### src/aldg_pkg.sv
// Package for the arrival list departure gate: payload types, codes and state encoding.
package aldg_pkg;

    localparam int LIST_DEPTH_DEF = 16;
    localparam int ID_BITS_DEF    = 16;
    localparam int UNIT_ID_W      = 16;
    localparam int OCC_W          = 5;
    localparam int CFG_DATA_W     = 5;

    localparam logic [1:0] FUNC_ARRIVE     = 2'd0;
    localparam logic [1:0] FUNC_DEP_REQ    = 2'd1;
    localparam logic [1:0] FUNC_DID_DEPART = 2'd2;
    localparam logic [1:0] FUNC_CLEAR      = 2'd3;

    localparam logic CFG_MIN_OCC   = 1'b0;
    localparam logic CFG_FIFO_MODE = 1'b1;

    typedef struct packed {
        logic [1:0]           func;
        logic [UNIT_ID_W-1:0] unit_id;
    } req_t;

    typedef struct packed {
        logic             allowed;
        logic [OCC_W-1:0] occupancy;
        logic             overflow;
    } rsp_t;

    typedef enum logic [2:0] {
        ST_IDLE,
        ST_SEARCH,
        ST_DECIDE,
        ST_SHIFT,
        ST_RESULT
    } state_t;

endpackage

### src/arrival_list_departure_gate.sv
// Top level of the arrival list departure gate: ordered ID list in a RAM with search and shift.
//
//  channel | direction | handshake              | payload
//  --------+-----------+------------------------+--------------------------------
//  in      | input     | in_valid / in_ready    | in_item  (func, unit_id)
//  out     | output    | out_valid / out_ready  | out_item (allowed, occupancy, overflow)
//  cfg     | input     | cfg_we                 | cfg_index, cfg_data
//
// The search reads one RAM entry per cycle and stops at a match or at the end of the list.
// A removal adds a shift that moves each entry past the match one place lower, one per
// cycle. A clear skips the search and goes straight to the result.
// Reset empties the list at once; RAM contents past the length are never read.
// A finished result waits in the output register while the next item is accepted.
module arrival_list_departure_gate
#(
    parameter int LIST_DEPTH = aldg_pkg::LIST_DEPTH_DEF,
    parameter int ID_BITS    = aldg_pkg::ID_BITS_DEF
)
(
    input  logic                        clk,
    input  logic                        rst_n,
    input  logic                        in_valid,
    output logic                        in_ready,
    input  aldg_pkg::req_t              in_item,
    output logic                        out_valid,
    input  logic                        out_ready,
    output aldg_pkg::rsp_t              out_item,
    input  logic                        cfg_we,
    input  logic                        cfg_index,
    input  logic [aldg_pkg::CFG_DATA_W-1:0] cfg_data
);

    import aldg_pkg::*;

    localparam int IW   = (LIST_DEPTH > 1) ? $clog2(LIST_DEPTH) : 1;
    localparam int CW   = $clog2(LIST_DEPTH + 1);
    localparam int CMPW = (CW > CFG_DATA_W) ? CW : CFG_DATA_W;

    logic [ID_BITS-1:0] mem [LIST_DEPTH];
    logic [ID_BITS-1:0] rdata_reg;

    state_t state_reg, state_next;

    logic [CFG_DATA_W-1:0] min_occ_reg;
    logic                  fifo_mode_reg;

    logic [CW-1:0]      count_reg, count_next;
    logic [CW-1:0]      ra_reg, ra_next;
    logic [IW-1:0]      wa_reg, wa_next;
    logic [IW-1:0]      pos_reg, pos_next;
    logic               pend_reg, pend_next;
    logic               found_reg, found_next;
    logic [1:0]         func_reg, func_next;
    logic [ID_BITS-1:0] id_reg, id_next;
    logic               allowed_reg, allowed_next;
    logic               overflow_reg, overflow_next;

    logic               out_valid_reg, out_valid_next;
    rsp_t               out_item_reg, out_item_next;

    logic               rd_en;
    logic [IW-1:0]      rd_addr;
    logic               wr_en;
    logic [IW-1:0]      wr_addr;
    logic [ID_BITS-1:0] wr_data;

    logic               in_fire;
    logic               match;
    logic               load_out;

    assign in_ready  = (state_reg == ST_IDLE);
    assign in_fire   = in_valid && in_ready;
    assign match     = pend_reg && (rdata_reg == id_reg);
    assign load_out  = (state_reg == ST_RESULT) && (!out_valid_reg || out_ready);
    assign out_valid = out_valid_reg;
    assign out_item  = out_item_reg;

    // The list RAM: one synchronous read port and one write port.
    always_ff @(posedge clk)
    begin
        if (wr_en)
        begin
            mem[wr_addr] <= wr_data;
        end
        if (rd_en)
        begin
            rdata_reg <= mem[rd_addr];
        end
    end

    always_ff @(posedge clk or negedge rst_n)
    begin
        if (!rst_n)
        begin
            min_occ_reg   <= '0;
            fifo_mode_reg <= 1'b0;
        end
        else if (cfg_we)
        begin
            case (cfg_index)
                CFG_MIN_OCC:   min_occ_reg   <= cfg_data;
                CFG_FIFO_MODE: fifo_mode_reg <= cfg_data[0];
                default:       min_occ_reg   <= min_occ_reg;
            endcase
        end
    end

    always_comb
    begin
        state_next = state_reg;
        case (state_reg)
            ST_IDLE:
            begin
                if (in_fire)
                begin
                    state_next = (in_item.func == FUNC_CLEAR) ? ST_RESULT : ST_SEARCH;
                end
            end
            ST_SEARCH:
            begin
                if (match || ra_reg >= count_reg)
                begin
                    state_next = ST_DECIDE;
                end
            end
            ST_DECIDE:
            begin
                state_next = ST_RESULT;
                if (found_reg)
                begin
                    if (func_reg == FUNC_DID_DEPART)
                    begin
                        state_next = ST_SHIFT;
                    end
                    else if (func_reg == FUNC_DEP_REQ && min_occ_reg != '0
                             && CMPW'(count_reg) >= CMPW'(min_occ_reg)
                             && !(fifo_mode_reg && pos_reg != '0))
                    begin
                        state_next = ST_SHIFT;
                    end
                end
            end
            ST_SHIFT:
            begin
                if (ra_reg >= count_reg)
                begin
                    state_next = ST_RESULT;
                end
            end
            ST_RESULT:
            begin
                if (load_out)
                begin
                    state_next = ST_IDLE;
                end
            end
            default:
            begin
                state_next = ST_IDLE;
            end
        endcase
    end

    always_comb
    begin
        count_next     = count_reg;
        ra_next        = ra_reg;
        wa_next        = wa_reg;
        pos_next       = pos_reg;
        pend_next      = 1'b0;
        found_next     = found_reg;
        func_next      = func_reg;
        id_next        = id_reg;
        allowed_next   = allowed_reg;
        overflow_next  = overflow_reg;
        rd_en          = 1'b0;
        rd_addr        = ra_reg[IW-1:0];
        wr_en          = 1'b0;
        wr_addr        = wa_reg;
        wr_data        = rdata_reg;
        out_valid_next = out_valid_reg;
        out_item_next  = out_item_reg;

        if (out_ready)
        begin
            out_valid_next = 1'b0;
        end

        case (state_reg)
            ST_IDLE:
            begin
                if (in_fire)
                begin
                    func_next     = in_item.func;
                    id_next       = ID_BITS'(in_item.unit_id);
                    allowed_next  = 1'b0;
                    overflow_next = 1'b0;
                    found_next    = 1'b0;
                    ra_next       = '0;
                    if (in_item.func == FUNC_CLEAR)
                    begin
                        count_next = '0;
                    end
                end
            end
            ST_SEARCH:
            begin
                // Compare the entry read last cycle; if it does not match, read the next one.
                if (match)
                begin
                    found_next = 1'b1;
                    pos_next   = wa_reg;
                end
                else if (ra_reg < count_reg)
                begin
                    rd_en     = 1'b1;
                    pend_next = 1'b1;
                    wa_next   = ra_reg[IW-1:0];
                    ra_next   = ra_reg + CW'(1);
                end
            end
            ST_DECIDE:
            begin
                ra_next = CW'(pos_reg) + CW'(1);
                case (func_reg)
                    FUNC_ARRIVE:
                    begin
                        if (!found_reg)
                        begin
                            if (count_reg < CW'(LIST_DEPTH))
                            begin
                                wr_en      = 1'b1;
                                wr_addr    = count_reg[IW-1:0];
                                wr_data    = id_reg;
                                count_next = count_reg + CW'(1);
                            end
                            else
                            begin
                                overflow_next = 1'b1;
                            end
                        end
                    end
                    FUNC_DEP_REQ:
                    begin
                        allowed_next = 1'b1;
                        if (min_occ_reg != '0 && found_reg)
                        begin
                            if (CMPW'(count_reg) < CMPW'(min_occ_reg))
                            begin
                                allowed_next = 1'b0;
                            end
                            else if (fifo_mode_reg && pos_reg != '0)
                            begin
                                allowed_next = 1'b0;
                            end
                        end
                    end
                    default:
                    begin
                        allowed_next = 1'b0;
                    end
                endcase
            end
            ST_SHIFT:
            begin
                // Each entry read one cycle is written one place lower the next.
                wr_en = pend_reg;
                if (ra_reg < count_reg)
                begin
                    rd_en     = 1'b1;
                    pend_next = 1'b1;
                    wa_next   = ra_reg[IW-1:0] - IW'(1);
                    ra_next   = ra_reg + CW'(1);
                end
                else
                begin
                    count_next = count_reg - CW'(1);
                end
            end
            ST_RESULT:
            begin
                if (load_out)
                begin
                    out_valid_next          = 1'b1;
                    out_item_next.allowed   = allowed_reg;
                    out_item_next.occupancy = OCC_W'(count_reg);
                    out_item_next.overflow  = overflow_reg;
                end
            end
            default:
            begin
                pend_next = 1'b0;
            end
        endcase
    end

    always_ff @(posedge clk or negedge rst_n)
    begin
        if (!rst_n)
        begin
            state_reg     <= ST_IDLE;
            count_reg     <= '0;
            pend_reg      <= 1'b0;
            out_valid_reg <= 1'b0;
        end
        else
        begin
            state_reg     <= state_next;
            count_reg     <= count_next;
            pend_reg      <= pend_next;
            out_valid_reg <= out_valid_next;
        end
    end

    always_ff @(posedge clk)
    begin
        ra_reg       <= ra_next;
        wa_reg       <= wa_next;
        pos_reg      <= pos_next;
        found_reg    <= found_next;
        func_reg     <= func_next;
        id_reg       <= id_next;
        allowed_reg  <= allowed_next;
        overflow_reg <= overflow_next;
        out_item_reg <= out_item_next;
    end

endmodule
### config.mk
export PLATFORM = sky130hd
export DESIGN_NAME = arrival_list_departure_gate
export DESIGN_NICKNAME = d
export VERILOG_FILES = /design/src/aldg_pkg.sv /design/src/arrival_list_departure_gate.sv
export SDC_FILE = /design/constraint.sdc
export NUM_CORES = 1
export LEC_CHECK = 0
export BUFFER_PORTS_ARGS = -buffer_cell sky130_fd_sc_hd__buf_2
export CAP_MARGIN = 20
export CELL_PAD_IN_SITES_DETAIL_PLACEMENT = 0
export CELL_PAD_IN_SITES_GLOBAL_PLACEMENT = 1
export CORE_MARGIN = 2
export CORE_UTILIZATION = 29
export CTS_CLUSTER_SIZE = 16
export DETAILED_ROUTE_END_ITERATION = 10
export PLACE_DENSITY_LB_ADDON = 0.1
export SETUP_SLACK_MARGIN = 0.05
export SLEW_MARGIN = 5
export SYNTH_ARGS = -nofsm -noshare
export SYNTH_HDL_FRONTEND = slang
export SYNTH_SLANG_ARGS = --single-unit
### constraint.sdc
create_clock -name clk -period 2.8 [get_ports clk]
set_input_delay 0.84 -clock clk [delete_from_list [all_inputs] [get_ports clk]]
set_output_delay 0.84 -clock clk [all_outputs]
set_load 0.005 [all_outputs]
==> out/metrics.cfg <==
[status]
outcome = finished, final reports clean

[sta]
hold_violations = 0
fin_crit_ns = 2.44
fmax_mhz = 410
finalSetupTns_ns = 0
min_period_over_period_pct = 87.1
slew_headroom_pct = 44.8
finClkSkew_ns = 0.0245
setup_viol = 0
slew_violations = 0
worst_slew_pin_slew_ns = 0.818
rsz0062_at_grt = false

[power]
power.leakage_nw = 5.13
power_density_nw_per_um2 = 916
vdd_drop_max_uv = 434
design_power_total_w = 0.0144

[synth]
synth-compound-area-share_pct = 2.55
synthSimpleGateAreaFrac_pct = 4.90
yosys-mux-area-fraction_pct = 13.9
ys_async_sr_fraction_pct = 4.86
synth_nets = 750
synth_top_area_cell = edfxtp_1
synth_top_family_by_area = multiplexers
synth_fa_ha_area_share_pct = 1.56
yosys.area_share.xor_xnor_pct = 1.65
syn_avg_cell_area_um2 = 18.9
yosysSeqAreaShare_pct = 73.6
yosysWarnings = 0
synth_ff_type = edfxtp_1
postSynthCellCount = 705
ys_seq_elements = 329
synth_area_um2 = 13300
yosysTopAreaCellShare_pct = 70.6
synth.area.top_cells = edfxtp_1 (71%), mux4_2 (14%), dfrtp_1 (3.0%)
yosysUniqueCellTypes = 46
synth-edff-count = 313

[detailed_routing]
wl_per_cell_um = 24.1
dr.pass1.iters = 5
drt_iter0_drc = 671
viasPerCell = 4.77
ant_nets = 0
route.detailed.drc = 0
dr_total_vias = 6767
totalWireLength_mm = 34.2

[clock_tree]
ctsHoldBuffers = 0
clockBufferDepth = 3
cts_made_buffers = 38
clk-insertion-delay-late_ns = 0.56
h-tree-depth = 2
root_buffer = clkbuf_16
clock_sinks = 329
clk_pin_slew_ns = 0.06
tritoncts = yes

[global_route]
grt_antenna_before_repair = 0
track_usage_pct = 14.8
gr-total-overflow = 0
grt_start_max_net_pins = 69
first_global_vias = 7203
grt_pass1_wl_mm = 49.3

[setup_path]
worstSetupPathType = reg2reg
r2r_slack_ns = 0.36
worstReg2RegStart = state_reg[1]
cp.required_ns = 3.08
cp-endpoint = mem[9][6]
worst_setup_path_end_kind = flop
reg2reg_to = mem[9][6]
r2r_cells = 8
startpoint_type = flop
worstPathArrival_ns = 2.72
cp-startpoint = state_reg[1]
path_max_fanout = 16

[floorplanning]
chipWidth_um = 218
coreArea_um2 = 45400
die_h_um = 218
rows = 78
die_area_um2 = 47600
initial_core_util_pct = 29.3
pin_count = 38

[finish]
syn2layout_area_growth_pct = 17.9
final_common_cell = edfxtp_1
final_util_pct = 34.6
final_cell_mix = edfxtp_1 (313), mux4_2 (80), nand2_1 (69)
n_antenna_cell = 0
final_net_count = 835
largest_reg_flops = 256
drive_gt1_share_pct = 28.1
fill_cells = 4289

[placement]
portBuffers = 37
place.gp.congestion = 0.747
hpwl_mm = 19.8

[min_path]
hold_path_class = in2async

[job]
drv_cap = 0

-- cell usage after synthesis, drive strengths merged, types with 3 or more instances --
master	instances
o21ai	19
clkbuf	12
xor2	7
xnor2	18
nor2	33
ha	15
nand2b	4
a21oi	14
nor2b	4
nor3	10
nor4	3
inv	20
a31oi	4
nand4	7
mux4	80
mux2	4
dfrtp	16
nand2	70
edfxtp	313
o31ai	3
nand3	5
a21o	4
buf	17
-- worst max-delay path, stage by stage, from the launching register on --
cell and delay [ns]:
dfrtp_1 0.46, nand2b_1 0.11, nand2b_1 0.27, inv_2 0.21, nand2_2 0.19, inv_2 0.11, buf_4 0.29, nand2_1 0.10
nand2_1 0.41
-- metrics by stage --
stage	worst slack (ns)	area [um^2]	hold slack, ns	std cells
global placement	0.0304	14600	0.416	1350
floorplan	0.309	13300	0.400	705
detailed placement	0.0256	14600	0.416	1350
CTS	0.221	15700	0.217	1419
global route	0.109	15700	0.236	1419
finish	0.360	15700	0.218	1419
-- cell type report --
class / count / area (um^2) / share of cell area [%]
Clock buffer: 53 / 1010 / 6.42
Multi-Input combinational cell: 327 / 3310 / 21.1
Tap cell: 600 / 751 / 4.78
Sequential cell: 329 / 9800 / 62.5
Clock inverter: 16 / 106 / 0.678
Inverter: 20 / 75.1 / 0.478
Timing Repair Buffer: 74 / 638 / 4.07
-- worst min path at each step --
stage | from | slack, ns | endpoint
after floorplan | overflow_reg | 0.40 | out_item[0]
after global placement | overflow_reg | 0.42 | out_item[0]
after detailed placement | allowed_reg | 0.42 | out_item[6]
after CTS | rst_n | 0.22 | count_reg[3]
after global routing | rst_n | 0.24 | min_occ_reg[1]
final | rst_n | 0.22 | min_occ_reg[1]
-- power breakdown --
part / switching, W / internal, W
Combinational: 0.00197 / 0.00156
Sequential: 0.000212 / 0.00612
Clock: 0.00198 / 0.00253
-- routing by layer --
metal | share of wire [%] | routed length (um) | global-route usage, % | up-vias
li1 | - | - | - | 2990
met1 | 41 | 14200 | 18.0 | 3553
met2 | 51 | 17600 | 26.2 | 161
met3 | 4.1 | 1410 | 2.38 | 63
met4 | 3.1 | 1060 | 5.56 | 0
met5 | 0 | 0 | 0 | -
-- what timing repair did --
action	in CTS	in global routing
buffers inserted	0	0
resized for setup	1	0
setup endpoints to repair	16	0
-- logic make-up (layout without fill, tap and decap cells) --
family	after synthesis	after routing
mux	84	84
compound gates	56	56
fa+ha+maj	16	16
buf+inv	49	163
xor+xnor	25	25
simple gates	146	146
flops	329	329
(Power assumes the default switching activity.)
